`src/rtl/deq_pkg.sv`:
```
// shared types, codes and defaults for the double-ended queue
package deq_pkg;

  localparam int CAPACITY = 16;
  localparam int WORD_W   = 32;
  localparam int OP_W     = 3;
  localparam int STATUS_W = 2;

  localparam logic [OP_W-1:0] OP_PUSH_BACK  = 3'd0;
  localparam logic [OP_W-1:0] OP_PUSH_FRONT = 3'd1;
  localparam logic [OP_W-1:0] OP_POP_BACK   = 3'd2;
  localparam logic [OP_W-1:0] OP_POP_FRONT  = 3'd3;
  localparam logic [OP_W-1:0] OP_PEEK_BACK  = 3'd4;
  localparam logic [OP_W-1:0] OP_PEEK_FRONT = 3'd5;

  localparam logic [STATUS_W-1:0] ST_OK    = 2'd0;
  localparam logic [STATUS_W-1:0] ST_EMPTY = 2'd1;
  localparam logic [STATUS_W-1:0] ST_FULL  = 2'd2;

  typedef logic signed [WORD_W-1:0] word_t;

  typedef struct packed {
    logic  add_front;
    logic  take_front;
    logic  add_back;
    logic  take_back;
    word_t value;
  } cell_ctrl_t;

endpackage

```
`src/rtl/deq_if.sv`:
```
// request and response channel interfaces
interface deq_req_if;
  logic                            valid;
  logic                            ready;
  logic [deq_pkg::OP_W-1:0]        op;
  logic signed [deq_pkg::WORD_W-1:0] push_value;

  modport source (output valid, output op, output push_value, input ready);
  modport sink (input valid, input op, input push_value, output ready);
endinterface

interface deq_rsp_if;
  logic                              valid;
  logic                              ready;
  logic signed [deq_pkg::WORD_W-1:0] read_value;
  logic [deq_pkg::STATUS_W-1:0]      status;

  modport source (output valid, output read_value, output status, input ready);
  modport sink (input valid, input read_value, input status, output ready);
endinterface

```
`src/rtl/double_ended_queue.sv`:
```
// double-ended queue top level: row of shifting cells and response register
// Takes one request per clock while the response register is free or being emptied,
// and returns its result in the cycle after acceptance; the row of cells
// shifts by one place on a front push or pop, while a back push writes only
// the first free cell after the tail and a back pop clears only the tail cell.
// The front word always sits in the first cell and the back word is picked
// from the one cell flagged as tail. A new request is taken while the previous
// result is being handed over. No clearing pass is needed after reset.
module double_ended_queue #(
  parameter int CAPACITY = deq_pkg::CAPACITY
) (
  input  logic          clk,
  input  logic          rst,
  deq_req_if.sink       req,
  deq_rsp_if.source     rsp
);

  deq_pkg::cell_ctrl_t ctrl;
  logic [CAPACITY-1:0] cell_valid;
  logic [CAPACITY-1:0] prev_valid;
  logic [CAPACITY-1:0] next_valid;
  deq_pkg::word_t      cell_data [CAPACITY];
  deq_pkg::word_t      prev_data [CAPACITY];
  deq_pkg::word_t      next_data [CAPACITY];
  deq_pkg::word_t      back_data [CAPACITY];
  deq_pkg::word_t      back_word;
  deq_pkg::word_t      value_next;
  logic [deq_pkg::STATUS_W-1:0] status_next;
  logic fire;
  logic empty;
  logic full;

  assign req.ready = !rsp.valid || rsp.ready;
  assign fire      = req.valid && req.ready;
  assign empty     = !cell_valid[0];
  assign full      = cell_valid[CAPACITY-1];

  always_comb begin
    ctrl            = '0;
    ctrl.value      = req.push_value;
    ctrl.add_back   = fire && !full && (req.op == deq_pkg::OP_PUSH_BACK);
    ctrl.add_front  = fire && !full && (req.op == deq_pkg::OP_PUSH_FRONT);
    ctrl.take_back  = fire && !empty && (req.op == deq_pkg::OP_POP_BACK);
    ctrl.take_front = fire && !empty && (req.op == deq_pkg::OP_POP_FRONT);
  end

  for (genvar i = 0; i < CAPACITY; i++) begin : g_cell
    if (i == 0) begin : g_head
      assign prev_valid[i] = 1'b1;
      assign prev_data[i]  = req.push_value;
    end else begin : g_body
      assign prev_valid[i] = cell_valid[i-1];
      assign prev_data[i]  = cell_data[i-1];
    end
    if (i == CAPACITY - 1) begin : g_tail
      assign next_valid[i] = 1'b0;
      assign next_data[i]  = '0;
    end else begin : g_inner
      assign next_valid[i] = cell_valid[i+1];
      assign next_data[i]  = cell_data[i+1];
    end

    deq_cell u_cell (
      .clk        (clk),
      .rst        (rst),
      .ctrl       (ctrl),
      .prev_valid (prev_valid[i]),
      .prev_data  (prev_data[i]),
      .next_valid (next_valid[i]),
      .next_data  (next_data[i]),
      .valid      (cell_valid[i]),
      .data       (cell_data[i]),
      .back_data  (back_data[i])
    );
  end

  // tail word, at most one cell flags itself as tail
  always_comb begin
    back_word = '0;
    for (int i = 0; i < CAPACITY; i++) begin
      back_word = back_word | back_data[i];
    end
  end

  always_comb begin
    value_next  = '0;
    status_next = deq_pkg::ST_OK;
    case (req.op)
      deq_pkg::OP_PUSH_BACK, deq_pkg::OP_PUSH_FRONT: begin
        if (full) begin
          status_next = deq_pkg::ST_FULL;
        end
      end
      deq_pkg::OP_POP_BACK, deq_pkg::OP_PEEK_BACK: begin
        if (empty) begin
          status_next = deq_pkg::ST_EMPTY;
        end else begin
          value_next = back_word;
        end
      end
      deq_pkg::OP_POP_FRONT, deq_pkg::OP_PEEK_FRONT: begin
        if (empty) begin
          status_next = deq_pkg::ST_EMPTY;
        end else begin
          value_next = cell_data[0];
        end
      end
      default: begin
        status_next = deq_pkg::ST_OK;
      end
    endcase
  end

  always_ff @(posedge clk) begin
    if (rst) begin
      rsp.valid <= 1'b0;
    end else if (fire) begin
      rsp.valid <= 1'b1;
    end else if (rsp.ready) begin
      rsp.valid <= 1'b0;
    end
  end

  always_ff @(posedge clk) begin
    if (fire) begin
      rsp.read_value <= value_next;
      rsp.status     <= status_next;
    end
  end

endmodule

```
`src/rtl/deq_cell.sv`:
```
// one storage cell of the shifting row, holds one word and its valid bit
module deq_cell (
  input  logic                clk,
  input  logic                rst,
  input  deq_pkg::cell_ctrl_t ctrl,
  input  logic                prev_valid,
  input  deq_pkg::word_t      prev_data,
  input  logic                next_valid,
  input  deq_pkg::word_t      next_data,
  output logic                valid,
  output deq_pkg::word_t      data,
  output deq_pkg::word_t      back_data
);

  logic first_free;
  logic is_back;

  assign first_free = !valid && prev_valid;
  assign is_back    = valid && !next_valid;
  assign back_data  = is_back ? data : '0;

  always_ff @(posedge clk) begin
    if (rst) begin
      valid <= 1'b0;
    end else if (ctrl.add_front) begin
      valid <= prev_valid;
    end else if (ctrl.take_front) begin
      valid <= next_valid;
    end else if (ctrl.add_back && first_free) begin
      valid <= 1'b1;
    end else if (ctrl.take_back && is_back) begin
      valid <= 1'b0;
    end
  end

  always_ff @(posedge clk) begin
    if (ctrl.add_front) begin
      data <= prev_data;
    end else if (ctrl.take_front) begin
      data <= next_data;
    end else if (ctrl.add_back && first_free) begin
      data <= ctrl.value;
    end
  end

endmodule

```
`src/flat_wrapper.sv`:
```
// flat-port wrapper written by rule: the top's interface ports become plain ports
module double_ended_queue_flat 
#(
  parameter int CAPACITY = deq_pkg::CAPACITY
)
  (clk, rst, req_valid, req_op, req_push_value, req_ready, rsp_valid, rsp_read_value, rsp_status, rsp_ready);
  deq_req_if req_i ();
  deq_rsp_if rsp_i ();
  input  logic clk;
  input  logic rst;
  input wire logic [$bits(req_i.valid)-1:0] req_valid;
  input wire logic [$bits(req_i.op)-1:0] req_op;
  input wire logic [$bits(req_i.push_value)-1:0] req_push_value;
  output wire logic [$bits(req_i.ready)-1:0] req_ready;
  output wire logic [$bits(rsp_i.valid)-1:0] rsp_valid;
  output wire logic [$bits(rsp_i.read_value)-1:0] rsp_read_value;
  output wire logic [$bits(rsp_i.status)-1:0] rsp_status;
  input wire logic [$bits(rsp_i.ready)-1:0] rsp_ready;
  assign req_i.valid = req_valid;
  assign req_i.op = req_op;
  assign req_i.push_value = req_push_value;
  assign req_ready = req_i.ready;
  assign rsp_valid = rsp_i.valid;
  assign rsp_read_value = rsp_i.read_value;
  assign rsp_status = rsp_i.status;
  assign rsp_i.ready = rsp_ready;
  double_ended_queue #(.CAPACITY(CAPACITY)) u_core (.clk(clk), .rst(rst), .req(req_i), .rsp(rsp_i));
endmodule
```
`config.mk`:
```
export PLATFORM = sky130hd
export DESIGN_NAME = double_ended_queue_flat
export DESIGN_NICKNAME = d
export VERILOG_FILES = /design/src/rtl/deq_pkg.sv /design/src/rtl/deq_if.sv /design/src/rtl/double_ended_queue.sv /design/src/rtl/deq_cell.sv /design/src/flat_wrapper.sv
export SDC_FILE = /design/constraint.sdc
export NUM_CORES = 1
export LEC_CHECK = 0
export ABC_AREA = 1
export CORE_ASPECT_RATIO = 0.5
export CORE_MARGIN = 2
export CORE_UTILIZATION = 45
export CTS_BUF_LIST = sky130_fd_sc_hd__clkbuf_16
export CTS_CLUSTER_DIAMETER = 150
export DETAILED_ROUTE_END_ITERATION = 6
export DONT_BUFFER_PORTS = 1
export PLACE_DENSITY_LB_ADDON = 0.2
export SLEW_MARGIN = 20
export SYNTH_ARGS = -nofsm -noshare
export SYNTH_HDL_FRONTEND = slang
export SYNTH_SLANG_ARGS = --single-unit
```
`constraint.sdc`:
```
create_clock -name clk -period 3.7 [get_ports clk]
set_clock_uncertainty 0.1 [all_clocks]
set_input_delay 0.37 -clock clk [delete_from_list [all_inputs] [get_ports clk]]
set_output_delay 0.37 -clock clk [all_outputs]
set_load 0.01 [all_outputs]
```
==> run_results.csv, run 1 <==
group,metric,value,unit
outcome,status,"finished, violations left",
outcome,violations,"DRC",
synthesis,syn_inst,3386,
synthesis,ys_seq_area_frac,0.581,
clock_tree,cts.htree.levels,2,
routing,drc_errors,1,
power,power.share.clock,0.386,
placement,place_area,29800,µm²
floorplanning,num_rows,65,
layout,finish.utilization,0.502,
clock_tree,clkTransAtPathRegs,0.06,ns
layout,fill_cells,5834,
power,switching_share,0.245,
layout,layout_commonest_cell,"nand2_1",
sta,tightest_slew,1.07,ns
sta,slew_headroom,0.282,
clock_tree,hold_buffers,36,
synthesis,yosys_warnings,0,
synthesis,syn_nets,3425,
synthesis,synth_area,28800,µm²
floorplanning,die_x,362,µm
global_routing,antenna_found_initial,2,
routing,drt_iter0_markers,3688,
layout,finalInstanceArea,31700,µm²
synthesis,ys_types,24,
power,seqPwrFrac,0.539,
floorplanning,dieArea,66200,µm²
job,max_cap_viol_count,0,
clock_tree,cts_sinks,563,
setup_path,critical_path_required,4.00,ns
placement,routabilityCongestion,0.849,
setup_path,arrival,3.29,ns
layout,final_cells,4209,
worst_hold_path,hp-start,"rsp_ready",
clock_tree,cts_setup_buffers,0,
setup_path,r2r_start,"u_core.rsp.valid",
synthesis,ys_top_cells_by_area,"edfxtp_1, nand2_1, nand3_1, buf_2, nor2_1",
clock_tree,cts_tree,"done",
clock_tree,clock_latency,0.60,ns
layout,seq_area,16700,µm²
routing,vias_per_cell,5.95,
layout,multi_input_area,10800,µm²
power,internal_power,10200,µW
setup_path,critPathSlowestCell,"clkinv_2",
synthesis,syn_area_per_cell,8.51,µm²
floorplanning,dieHeight,183,µm
sta,setup_viol,0,
routing,vias,25100,
synthesis,yosysTopAreaCellShare,0.569,
clock_tree,cts_root_buf,"clkbuf_16",
setup_path,worstSetupPathType,"reg -> reg",
clock_tree,numCtsBuffers,52,
global_routing,grt_pass1_wl,143000,µm
layout,layout_common_cells,"nand2_1, edfxtp_1, nand3_1, nor2_1, o21ai_0",
power,p_switching,3320,µW
placement,post-place-cells,4081,
routing,antenna_left,0,
synthesis,yosysTopAreaCell,"edfxtp_1",
power,irDropWorstVdd,0.337,mV
sta,rsz0062_at_grt,"false",
setup_path,startpoint_type,"flop",
placement,portBuffers,0,
sta,finalMaxSlewViolations,0,
power,p_leak,0.0117,µW
floorplanning,start_util,0.456,
global_routing,overflow,0,
global_routing,grt_max_degree,209,
sta,final-hold-violation-count,0,
floorplanning,pin_count,75,
power,p_per_area,427,nW/µm²
layout,area_growth_syn_to_layout,10.1,%
layout,final_layout_size_suffix_gt1_frac,0.0570,
layout,nNetsFinal,3373,
sta,setup_tns,0,ns
setup_path,crit_family,"buffers and inverters",
routing,drtPass1Iterations,7,
floorplanning,core,63200,µm²
setup_path,cp-end-kind,"flop",
setup_path,crit_start,"u_core.rsp.valid",
sta,fmax,335,MHz
setup_path,cp_cell_sequence,"nand2_1, nand3_2, nor2_4, buf_12, clkinv_2, buf_4, o211ai_1",
setup_path,crit_fanout,131,
setup_path,crit_buf_inv,3,
sta,fin_crit_sh,0.808,
routing,routedWlPerCell,23.0,µm
clock_tree,clk_path_buf_depth,3,
routing,wl,96800,µm
sta,finalCriticalPeriod,2.99,ns
synthesis,synth-seq-cells,563,
clock_tree,post_cts_resized,0,
global_routing,grt_use_total,0.288,
worst_hold_path,worstHoldPathType,"in -> reg",
global_routing,grt_pass1_vias,23000,
power,power_frac_comb,0.075,
placement,hpwl,54600,µm
setup_path,critical_path.max_stage_delay,0.46,ns
==> worst reg2reg max path, delay by kind of cell (launching register included) <==
kind | cells | cell delay, ns
buffers and inverters | 3 | 1.43
DFF | 1 | 0.37
and+or+nand+nor | 3 | 0.56
AOI/OAI and AO/OA | 1 | 0.32
==> logic make-up (layout without fill, tap and decap cells) <==
logic type / Yosys count / in the layout / share of synthesized area
simple gates: 2264 / 2264 / 0.319
flops: 563 / 563 / 0.581
buf+inv: 321 / 306 / 0.0489
compound gates: 238 / 238 / 0.0514
other cells: 0 / 1 / 0
==> final cells by class <==
type / count / area share
Inverter: 110 / 0.0130
Antenna cell: 1 / 0.0000788
Timing Repair Buffer: 105 / 0.0359
Multi-Input combinational cell: 2502 / 0.342
Tap cell: 837 / 0.0330
Clock buffer: 54 / 0.0426
Sequential cell: 563 / 0.527
Clock inverter: 37 / 0.00642
==> through the flow <==
stage,setup WS (ns),hold slack (ns),power [µW]
2_1_floorplan,0.00593,0.339,8030
3_3_place_gp,0.831,0.335,8390
3_5_place_dp,0.776,0.336,8420
4_1_cts,0.764,0.0115,13600
5_1_grt,0.574,0.0246,13900
6_report,0.711,0.0394,13600
==> sequential cells by signal (all words and copies together), names as in the netlist <==
signal,cells
u_core.g_cell.u_cell.data,512
u_core.g_cell.u_cell.valid,16
u_core.rsp.read_value,32
u_core.rsp.status,2
u_core.rsp.valid,1
==> worst paths after layout <==
kind,cells after the start,endpoint,slack [ns]
min reg2reg,2,u_core.g_cell[14].u_cell.data[14],0.48
max reg2reg,7,u_core.g_cell[2].u_cell.data[26],0.71
min,3,u_core.rsp.valid,0.04
max,7,u_core.g_cell[2].u_cell.data[26],0.71
==> cell usage after synthesis, drive strengths merged <==
| master | n |
|---|---|
| nor3 | 1 |
| clkbuf | 56 |
| dfxtp | 17 |
| o211ai | 77 |
| nand4 | 31 |
| a22oi | 20 |
| nand3 | 445 |
| o221ai | 12 |
| nand2 | 1610 |
| a21oi | 6 |
| edfxtp | 546 |
| buf | 155 |
| a41oi | 1 |
| o21ai | 122 |
| nor2 | 177 |
| inv | 110 |
==> layer usage <==
layer,track usage,routed length [µm]
met1,0.426,41100
met4,0.0783,2610
met2,0.427,41400
met3,0.0622,11700
met5,0,0
==> power groups by stage <==
stage                     Combinational [µW]  Sequential [µW]  Clock (µW)
after floorplan                          610             7420           0
after global placement                   946             7450           0
final                                   1020             7310        5230
after global routing                    1110             7330        5520
after CTS                               1000             7310        5270
after detailed placement                 969             7450           0
No activity file was read; power rests on OpenSTA's default activity.
==> run 2, diff against run 1 <==
clock period = 3 ns   (was 3.7 ns; I/O delays follow)
==> run 2 against run 1 <==
Net effect:
- the flow now finishes without violations
- register-to-register slack worse by 0.12 ns
- worst setup slack worse by 0.12 ns
- sequential share of layout area is 0.61 points lower
- critical endpoint is now u_core.g_cell[1].u_cell.data[30]
==> run_results.csv, run 2 (synthesized netlist as in run 1, its figures left out) <==
group,metric,value,unit
outcome,status,"finished, final reports clean",
power,seqPwrFrac,0.523,
sta,setup_viol,0,
setup_path,critical_path_required,3.19,ns
setup_path,regToRegSetupSlack,0.59,ns
sta,final-hold-violation-count,0,
clock_tree,cts.htree.levels,2,
layout,nNetsFinal,3392,
setup_path,startpoint_type,"flop",
setup_path,arrival,2.60,ns
clock_tree,clock_latency,0.62,ns
layout,fill_cells,5845,
routing,wl,99700,µm
clock_tree,cts_setup_buffers,0,
layout,final_layout_size_suffix_gt1_frac,0.0625,
global_routing,grt_util_met2,0.447,
setup_path,cp-end-kind,"flop",
power,power.share.clock,0.402,
power,internal_power,13100,µW
global_routing,grt_pass1_wl,147000,µm
floorplanning,dieArea,66200,µm²
power,p_leak,0.0119,µW
setup_path,crit_fanout,40,
layout,reg_top3,"u_core.g_cell.u_cell.data x512, u_core.rsp.read_value x32, u_core.g_cell.u_cell.valid x16",
layout,antenna_cells,0,
placement,portBuffers,0,
layout,layout_commonest_cell,"nand2_1",
clock_tree,post_cts_resized,0,
power,finalPower,17300,µW
clock_tree,clkTransAtPathRegs,0.06,ns
layout,seq_area,16700,µm²
power,switching_share,0.243,
setup_path,worstSetupPathType,"reg -> reg",
clock_tree,numCtsBuffers,53,
global_routing,grt_max_degree,199,
sta,finalCriticalPeriod,2.41,ns
clock_tree,hold_buffers,38,
floorplanning,pin_count,75,
sta,setup_tns,0,ns
layout,largest_register_ffs,512,
global_routing,overflow,0,
routing,drc_errors,0,
placement,routabilityCongestion,0.877,
layout,area_growth_syn_to_layout,11.4,%
sta,fin_crit_sh,0.802,
power,p_per_area,537,nW/µm²
global_routing,use_met1,0.439,
layout,multi_input_area,10800,µm²
sta,rsz0062_at_grt,"false",
routing,drt_iter0_markers,3982,
power,power_frac_comb,0.075,
layout,finalInstanceArea,32100,µm²
job,max_cap_viol_count,0,
power,irDropWorstVdd,0.380,mV
routing,vias_per_cell,6.00,
global_routing,grt_pass1_vias,23300,
floorplanning,dieHeight,183,µm
clock_tree,cts_sinks,563,
global_routing,grt_use_total,0.296,
placement,place_area,30000,µm²
sta,tightest_slew,1.01,ns
floorplanning,start_util,0.456,
floorplanning,die_x,362,µm
power,p_switching,4200,µW
layout,layout_common_cells,"nand2_1, edfxtp_1, nand3_1, nor2_1, o21ai_0",
sta,finalMaxSlewViolations,0,
routing,drtPass1Iterations,6,
worst_hold_path,worstHoldPathType,"in -> reg",
clock_tree,cts_tree,"done",
routing,routedWlPerCell,23.6,µm
global_routing,top_usage_layer,"met2",
clock_tree,cts_root_buf,"clkbuf_16",
routing,vias,25400,
layout,regMostFlops,"u_core.g_cell.u_cell.data",
clock_tree,clk_path_buf_depth,3,
floorplanning,core,63200,µm²
sta,fmax,416,MHz
sta,slew_headroom,0.329,
floorplanning,num_rows,65,
global_routing,grtUsageMet3,0.0555,
global_routing,antenna_found_initial,0,
routing,antenna_left,0,
placement,hpwl,57700,µm
==> run 2: path summary, 6_finish.rpt <==
check | start | endpoint | cells after the start
worst max-delay path | u_core.rsp.valid | u_core.g_cell[1].u_cell.data[30] | 7
worst min-delay path | req_op[0] | u_core.rsp.status[0] | 2
worst max register to register | u_core.rsp.valid | u_core.g_cell[1].u_cell.data[30] | 7
worst min register to register | u_core.g_cell[15].u_cell.data[22] | u_core.g_cell[14].u_cell.data[22] | 2
==> run 2: final cells by class <==
type,count,area share
flip-flops and latches,563,0.521
multi-input cells,2502,0.338
repair buffers,123,0.0426
clock buffers,53,0.0413
well taps,837,0.0326
inverters,110,0.0129
clock inverters,41,0.0117
==> run 2: metrics by stage <==
| stage | util | cells | hold WS, ns | setup slack (ns) |
|---|---|---|---|---|
| finish | 0.508 | 4229 | 0.0193 | 0.594 |
| global route | 0.508 | 4229 | 0.0493 | 0.451 |
| CTS | 0.508 | 4229 | 0.000669 | 0.588 |
| detailed placement | 0.475 | 4097 | 0.264 | 0.594 |
| global placement | 0.475 | 4097 | 0.265 | 0.595 |
| floorplan | - | 3386 | 0.269 | 0.257 |
==> run 2: critical path: stages, from the launching register on <==
cell	delay, ns
dfxtp_1	0.37
nand2_1	0.22
nand3_2	0.14
nor2_4	0.30
nor2_4	0.08
buf_12	0.23
nand2_2	0.32
buf_12	0.26
==> run 2: layer usage <==
layer	part of all wire	wire (µm)
met4	0.026	2580
met3	0.11	11400
met2	0.43	43300
met1	0.43	42400
met5	0	0
==> run 2: power by group through the flow <==
stage | sequential (µW) | combinational (µW) | clock (µW)
3_5_place_dp | 9190 | 1230 | 0
5_1_grt | 9040 | 1400 | 7270
4_1_cts | 9020 | 1270 | 6970
6_report | 9030 | 1290 | 6930
2_1_floorplan | 9150 | 753 | 0
3_3_place_gp | 9190 | 1200 | 0
